$ cat config.mk
export PLATFORM = sky130hd
export DESIGN_NAME = mbp_addr
export DESIGN_NICKNAME = d
export VERILOG_FILES = /design/src/hw/rtl/mbp_pkg.sv /design/src/hw/rtl/mbp_addr.sv
export SDC_FILE = /design/constraint.sdc
export NUM_CORES = 1
export LEC_CHECK = 0
export BUFFER_PORTS_ARGS = -buffer_cell sky130_fd_sc_hd__buf_2
export CORE_MARGIN = 5
export CORE_UTILIZATION = 30
export DETAILED_ROUTE_END_ITERATION = 12
export GPL_TIMING_DRIVEN = 0
export HOLD_SLACK_MARGIN = 0.02
export PLACE_DENSITY_LB_ADDON = 0.2
export SLEW_MARGIN = 5
export SYNTH_ARGS = -nofsm -noshare
export SYNTH_HDL_FRONTEND = slang
export SYNTH_SLANG_ARGS = --single-unit
$ cat constraint.sdc
create_clock -name clk -period 15.7 [get_ports clk]
set_clock_uncertainty 0.15 [all_clocks]
set_input_delay 3.14 -clock clk [delete_from_list [all_inputs] [get_ports clk]]
set_output_delay 3.14 -clock clk [all_outputs]
set_load 0.02 [all_outputs]
$ cat src/hw/rtl/mbp_pkg.sv
// shared types and constants for the mirror border padding block
`timescale 1ns / 1ps
package mbp_pkg;

  localparam int DIM_W = 9;
  localparam int RAD_W = 7;
  localparam int COORD_W = 9;
  localparam int CH_W = 8;
  localparam int PIX_W = 3 * CH_W;
  localparam int CFG_IDX_W = 2;
  localparam int CFG_DATA_W = 9;
  localparam int SPAN_W = 11;

  localparam logic [CFG_IDX_W-1:0] REG_IMG_WIDTH = 2'd0;
  localparam logic [CFG_IDX_W-1:0] REG_IMG_HEIGHT = 2'd1;
  localparam logic [CFG_IDX_W-1:0] REG_BORDER_RADIUS = 2'd2;
  localparam logic [CFG_IDX_W-1:0] REG_COLOR_MODE = 2'd3;

  localparam logic REQ_LOAD = 1'b0;
  localparam logic REQ_READ = 1'b1;

  typedef enum logic [1:0] {
    ST_OK = 2'd0,
    ST_RADIUS = 2'd1,
    ST_RANGE = 2'd2
  } status_t;

  typedef struct packed {
    logic wr;
    logic rd;
  } mem_ctl_t;

  typedef struct packed {
    logic rd;
    status_t status;
  } meta_t;

endpackage

$ cat src/hw/rtl/mbp_addr.sv
// raster write pointer, reflect-101 coordinate mapping and store addressing
`timescale 1ns / 1ps
module mbp_addr import mbp_pkg::*; #(
  parameter int MAX_WIDTH = 256,
  parameter int MAX_HEIGHT = 256,
  parameter int MAX_RADIUS = 64,
  parameter int AW = 16
) (
  input  logic               clk,
  input  logic               rst,
  input  logic               adv,
  input  logic               s1_valid,
  input  logic               s1_type,
  input  logic               s1_frame_start,
  input  logic [PIX_W-1:0]   s1_pixel,
  input  logic [COORD_W-1:0] s1_pad_x,
  input  logic [COORD_W-1:0] s1_pad_y,
  input  logic [DIM_W-1:0]   eff_w,
  input  logic [DIM_W-1:0]   eff_h,
  input  logic [RAD_W-1:0]   radius,
  output mem_ctl_t           mem_ctl,
  output logic [AW-1:0]      mem_addr,
  output logic [PIX_W-1:0]   mem_wdata,
  output meta_t              meta
);

  localparam int XW = $clog2(MAX_WIDTH);
  localparam int YW = $clog2(MAX_HEIGHT + 1);

  logic [XW-1:0] col, col_next;
  logic [YW-1:0] row, row_next;

  logic [XW-1:0] col0;
  logic [YW-1:0] row0;
  logic in_frame;
  logic [AW-1:0] waddr;

  logic radius_bad, range_bad;
  logic signed [SPAN_W-1:0] dx, dy;
  logic [SPAN_W-1:0] ax, ay;
  status_t status;

  logic s2_valid, s2_read, s2_wr;
  status_t s2_status;
  logic [SPAN_W-1:0] s2_ax, s2_ay;
  logic [AW-1:0] s2_waddr;
  logic [PIX_W-1:0] s2_wdata;

  logic [SPAN_W-1:0] fx, fy;
  logic [AW-1:0] raddr;

  // write pointer
  always_comb begin
    col0 = s1_frame_start ? '0 : col;
    row0 = s1_frame_start ? '0 : row;
    in_frame = (32'(row0) < 32'(eff_h)) && (32'(col0) < 32'(eff_w));
    waddr = AW'(32'(row0) * MAX_WIDTH + 32'(col0));
    col_next = col;
    row_next = row;
    if (s1_valid && s1_type == REQ_LOAD) begin
      col_next = col0;
      row_next = row0;
      if (in_frame) begin
        if (32'(col0) + 32'd1 >= 32'(eff_w)) begin
          col_next = '0;
          row_next = YW'(32'(row0) + 32'd1);
        end else begin
          col_next = XW'(32'(col0) + 32'd1);
        end
      end
    end
  end

  // status and distance from the border
  always_comb begin
    radius_bad = (32'(radius) > MAX_RADIUS) || ({2'b0, radius} >= eff_w)
                 || ({2'b0, radius} >= eff_h);
    range_bad = ({2'b0, s1_pad_x} >= {2'b0, eff_w} + {3'b0, radius, 1'b0})
                || ({2'b0, s1_pad_y} >= {2'b0, eff_h} + {3'b0, radius, 1'b0});
    if (radius_bad) begin
      status = ST_RADIUS;
    end else if (range_bad) begin
      status = ST_RANGE;
    end else begin
      status = ST_OK;
    end
    dx = signed'({2'b0, s1_pad_x}) - signed'({4'b0, radius});
    dy = signed'({2'b0, s1_pad_y}) - signed'({4'b0, radius});
    ax = dx[SPAN_W-1] ? SPAN_W'(-dx) : SPAN_W'(dx);
    ay = dy[SPAN_W-1] ? SPAN_W'(-dy) : SPAN_W'(dy);
  end

  always_ff @(posedge clk) begin
    if (rst) begin
      col <= '0;
      row <= '0;
      s2_valid <= 1'b0;
    end else if (adv) begin
      col <= col_next;
      row <= row_next;
      s2_valid <= s1_valid;
    end
  end

  always_ff @(posedge clk) begin
    if (adv) begin
      s2_read <= s1_type;
      s2_wr <= in_frame;
      s2_status <= status;
      s2_ax <= ax;
      s2_ay <= ay;
      s2_waddr <= waddr;
      s2_wdata <= s1_pixel;
    end
  end

  // fold back past the far edge
  always_comb begin
    fx = (s2_ax >= {2'b0, eff_w}) ? ({1'b0, eff_w, 1'b0} - SPAN_W'(2) - s2_ax) : s2_ax;
    fy = (s2_ay >= {2'b0, eff_h}) ? ({1'b0, eff_h, 1'b0} - SPAN_W'(2) - s2_ay) : s2_ay;
    raddr = AW'(32'(fy) * MAX_WIDTH + 32'(fx));
    mem_addr = s2_read ? raddr : s2_waddr;
    mem_wdata = s2_wdata;
    mem_ctl.wr = adv && s2_valid && (s2_read == REQ_LOAD) && s2_wr;
    mem_ctl.rd = adv && s2_valid && (s2_read == REQ_READ) && (s2_status == ST_OK);
    meta.rd = s2_valid && (s2_read == REQ_READ);
    meta.status = s2_status;
  end

endmodule

After elaboration in Yosys (flattened, before gate mapping) --
Index checks and enable logic that the tools add are counted.
Cells by class: add/subtract/negate cells 14, $lt $le $gt $ge 10, muxes and demuxes 12, bitwise operators 2, reduce and logical (&&, ||, !) cells 13
Operator list (count):
- 32-bit by 9-bit >= comparator with 1-bit output | 1
- 8-bit 2-to-1 mux | 4
- 9-bit 2-to-1 mux | 3
- 11-bit by 9-bit >= comparator with 1-bit output | 2
- 10-bit negator with 11-bit output | 2
- 9-bit by 8-bit adder with 10-bit output | 2
- 9-bit by 10-bit >= comparator with 1-bit output | 2
- 10-bit 2-to-1 mux | 2
- 9-bit by 7-bit subtractor with 10-bit output | 2
- 7-bit by 9-bit >= comparator with 1-bit output | 2
- 16-bit by 11-bit adder with 16-bit output | 1
- 16-bit by 8-bit adder with 16-bit output | 1
- 16-bit 2-to-1 mux | 1
- 11-bit 2-to-1 mux | 1
- 10-bit by 2-bit subtractor with 11-bit output (second input constant) | 1
- 11-bit subtractor | 1
- 8-bit by 1-bit adder with 9-bit output (second input constant) | 1
- 9-bit by 1-bit adder with 9-bit output (second input constant) | 1
- 8-bit by 9-bit less-than comparator with 1-bit output | 1
- 9-bit less-than comparator | 1
- 1-bit logical AND | 8
- 8-bit by 2-bit subtractor with 8-bit output (second input constant) | 1
- 8-bit subtractor | 1
- 7-bit > comparator (second input constant) | 1
- other kinds (5) | 8
Word-level totals: flip-flop bits (word level) 84, bits of input ports 73, output and inout port bits 45, logic and storage cells 63

Longest topological paths before layout --
depth in word-level cells 5, mapped depth 20, gate-level depth less buffers 20

Worst setup path before layout --
OpenSTA, ideal clock, no wires.
path type input port to output port, from input eff_w[0], to output mem_addr[12], data arrival time 6.397 ns, data required time 12.410 ns, slack 6.013 ns, cell stages on the path 20, path buffers 0, cell sequence inv_1 ha_1 inv_1 ha_1 fa_1 a21o_1 a21oi_1 nor2b_1 o31a_1 o22ai_1 xnor2_1 nand2_1 fa_1 inv_1 a21o_1 nand2_1 xnor2_1 nor2_1 a21oi_1 mux2_2
Between the ends: longest elaborated chain between the ends 5, elaborated cells on any way between the ends 6, classes of those cells add/sub: 3; order compare: 1; mux: 2
Ends and longest elaborated chain:
- start, declared | RTL line mbp_addr.sv:18 | input logic [DIM_W-1:0] eff_w,
- 10-bit by 2-bit subtractor with 11-bit output | RTL line mbp_addr.sv:119 | fx = (s2_ax >= {2'b0, eff_w}) ? ({1'b0, eff_w, 1'b0} - SPAN_W'(2) - s2_ax) : s2_ax;
- 11-bit subtractor | RTL line mbp_addr.sv:119
- 11-bit 2-to-1 mux * | RTL line mbp_addr.sv:119
- 16-bit by 11-bit adder with 16-bit output * | RTL line mbp_addr.sv:121 | raddr = AW'(32'(fy) * MAX_WIDTH + 32'(fx));
- 16-bit 2-to-1 mux * | RTL line mbp_addr.sv:122 | mem_addr = s2_read ? raddr : s2_waddr;
- end, declared | RTL line mbp_addr.sv:22 | output logic [AW-1:0] mem_addr,
Every way passes the cells marked *; elsewhere a longest branch is shown, timed or not.

Worst setup path in the final report --
from input eff_w[1], to output mem_addr[15]
The elaborated chain is that of the path after synthesis.

==> flow_metrics.tcl <==
set metrics [dict create \
    ir_drop_mv 0.0496 \
    clkLatencyLatePin_ps 360 \
    crit_top_cell "ha_1" \
    drt_iter0_drc 328 \
    dp.cells 1264 \
    wl_per_cell_um 16.2 \
    rsz0062_at_grt "false" \
    dp_hpwl_mm 16.9 \
    cts_setup_buffers 0 \
    grt_pass1_vias 6258 \
    synthMuxAreaShare_pct 3.43 \
    grtUsageMet1_pct 20.7 \
    cts_buffer_depth 2 \
    final_hold_viol_count 0 \
    crit_start "eff_w[1]" \
    synth-edff-count 66 \
    final_common_cell "ha_1" \
    io_buffers 117 \
    crit_buf_inv 4 \
    setup.worst_path.start_class "primary input" \
    stdcell_count 1280 \
    antenna_cells 0 \
    final.setup.tns_ps 0 \
    drive_above_1_share_pct 16.3 \
    core-area_mm2 0.0253 \
    critical_path_class "primary input to output port" \
    yosys_warnings 0 \
    worstPathCellList "buf_2 -> inv_1 -> ha_1 -> inv_1 -> ha_1 -> a21o_1 -> a21oi_1 -> o21a_1 -> nor2_1 -> a31oi_1 -> xor2_1 -> mux2i_1 -> ha_1 -> a21oi_1 -> nand2_1 -> nand4_1 -> xor2_1 -> mux2i_1 -> a211o_1 -> buf_2" \
    die_area_mm2 0.0291 \
    start_util_pct 30.6 \
    crit_slowest_cell "ha_1" \
    cts_htree_levels 3 \
    period_minus_slack_ps 10420 \
    path_max_fanout 6 \
    post-route-period-util_pct 66.4 \
    drv_slew 0 \
    holdCritPathClass "register to register" \
    cp-endpoint "mem_addr[15]" \
    ys_types 63 \
    worstRegToRegCells 14 \
    maxCapViolations 0 \
    place.gp.congestion 0.816 \
    use_met3_pct 3.25 \
    clock.fmax_mhz 95.9 \
    grt_max_degree 54 \
    worst_slew_pin_slew_ps 760 \
    synth_compound_area_share_pct 16.1 \
    cts_tree "yes" \
    cts_hold_buf 0 \
    worstSetupPathDepth 20 \
    nNetsFinal 1165 \
    synth_seq_cells 84 \
    netlist_area_mm2 0.00773 \
    grt_pass1_wl_mm 33.7 \
    syn_inst 813 \
    synth_top_flop_cell "edfxtp_1" \
    outcome "finished clean" \
    endpoint_kind "output port" \
    cts-root-buf "clkbuf_16" \
    grt_use_met2_pct 23.0 \
    area_growth_pct 17.4 \
    crit_family "compound AO/OA/AOI/OAI gates" \
    cts_resized 0 \
    p_leak_nw 4.26 \
    synth_top_family_by_area "adder cells" \
    io_pins 118 \
    synth-xor-area-share_pct 6.35 \
    drc_errors 0 \
    dr.pass1.iters 5 \
    gr-total-overflow 0 \
    busiest_layer "met2" \
    timing.rr.end "col[1]$_SDFFE_PP0P_" \
    finalSetupViolCount 0 \
    routed_wl_mm 20.8 \
    r2r-start "col[0]$_SDFFE_PP0P_" \
    final_cell_mix "ha_1 (140), buf_2 (117), inv_1 (91)" \
    async_flop_share_pct 0 \
    relSlewSlack_pct 49.1 \
    placed_area_mm2 0.00877 \
    cp.required_ps 12410 \
    synthSimpleGateAreaFrac_pct 14.2 \
    critPathArrivalTime_ps 7130 \
    post_synth.cell_area_avg_um2 9.50 \
    grt_usage_pct 14.7 \
    die_x_um 170 \
    ys_seq_area_share_pct 30.3 \
    antenna_left 0 \
    synthAdderAreaFrac_pct 24.5 \
    powerDensity_mw_per_mm2 97.2 \
    stdcell_area_mm2 0.00907 \
    die_h_um 170 \
    cts_sinks 84 \
    rows 58 \
    antenna_found_initial 0 \
    regToRegSetupSlack_ps 11930 \
    num_vias 6228 \
    path_clk_slew_ps 70 \
    viasPerCell 4.87 \
    cts_buffers 9 \
    cpPeakStageDelay_ps 330 \
]
cell usage after synthesis, types with 6 or more instances:
library cell / count / area (µm²)
nor2b_1: 23 / 144
nand4_1: 6 / 37.5
xor2_1: 14 / 123
o21bai_1: 7 / 52.6
ha_1: 140 / 1750
nand3_1: 17 / 85.1
a211o_1: 8 / 70.1
o211a_1: 6 / 60.1
nor2_1: 57 / 214
dfxtp_1: 18 / 360
o21ai_0: 30 / 150
a31oi_1: 6 / 37.5
xnor2_1: 42 / 368
inv_1: 91 / 342
mux2_2: 12 / 135
nor3_1: 11 / 55.1
clkbuf_1: 11 / 41.3
and3_1: 10 / 62.6
fa_1: 7 / 140
nand2_1: 39 / 146
edfxtp_1: 66 / 1980
a21o_1: 24 / 180
o21a_1: 8 / 60.1
o211ai_1: 8 / 60.1
mux2i_1: 13 / 130
nand2b_1: 11 / 68.8
a21oi_1: 53 / 265
area by class of cell:
| cell class | count | area [µm²] |
|---|---|---|
| inverter | 91 | 342 |
| multi-input combinational | 628 | 5000 |
| buffer | 13 | 50.0 |
| clock buffer | 9 | 225 |
| tap | 330 | 413 |
| clock inverter | 7 | 76.3 |
| sequential | 84 | 2340 |
| timing repair buffer | 118 | 616 |
| fill | 2662 | 16200 |
flip-flops by register name, summed over array words and instances (netlist names):
| signal | flops |
|---|---|
| s2_valid | 1 |
| s2_waddr | 16 |
| s2_ay | 11 |
| row | 9 |
| s2_wr | 1 |
| mem_wdata | 24 |
| s2_read | 1 |
| s2_ax | 11 |
| s2_status | 2 |
| col | 8 |
per-layer routing:
metal	wire length, µm	part of all wire [%]
met1	10100	48
met2	9120	44
met3	1260	6.1
met4	325	1.6
met5	0	0
how the worst min path moves through the flow:
stage	slack [ps]	from	depth (start not counted)	endpoint
after floorplan	290	row[1]$_SDFFE_PP0P_	2	row[1]$_SDFFE_PP0P_
after global placement	310	row[1]$_SDFFE_PP0P_	2	row[1]$_SDFFE_PP0P_
after detailed placement	310	row[1]$_SDFFE_PP0P_	2	row[1]$_SDFFE_PP0P_
after CTS	320	row[1]$_SDFFE_PP0P_	2	row[1]$_SDFFE_PP0P_
after global routing	350	row[1]$_SDFFE_PP0P_	2	row[1]$_SDFFE_PP0P_
final	320	row[1]$_SDFFE_PP0P_	2	row[1]$_SDFFE_PP0P_
report_power, final:
part | leakage, nW | internal (W) | total, W | switching (W)
registers | 0.793 | 0.000261 | 0.000273 | 0.0000123
logic | 3.32 | 0.000165 | 0.000388 | 0.000223
clock network | 0.149 | 0.000114 | 0.000221 | 0.000107
total | 4.26 | 0.000539 | 0.000881 | 0.000342
stage by stage:
step	setup WS, ps	hold slack (ps)	total power, W	utilization [%]
finish	5280	320	0.000881	35.9
global route	4930	349	0.000957	35.9
CTS	5250	319	0.000896	35.9
detailed placement	5290	307	0.000669	34.7
global placement	5230	309	0.000668	34.6
floorplan	6010	292	0.000556	-
worst register-to-register path: cells and delay by family, from the launching register on:
family / cells / cell delay, ps
and+or+nand+nor: 8 / 1880
adders and majority gates: 2 / 540
DFF: 1 / 450
buffers and inverters: 2 / 420
AOI/OAI and AO/OA: 2 / 290
logic make-up (layout without fill, tap and decap cells):
logic type | Yosys count | after routing
compound gates | 186 | 186
xor+xnor | 56 | 56
fa+ha+maj | 147 | 147
buf+inv | 104 | 238
flops | 84 | 84
mux | 25 | 25
other cells | 1 | 4
simple gates | 210 | 210
(Power assumes the default switching activity.)
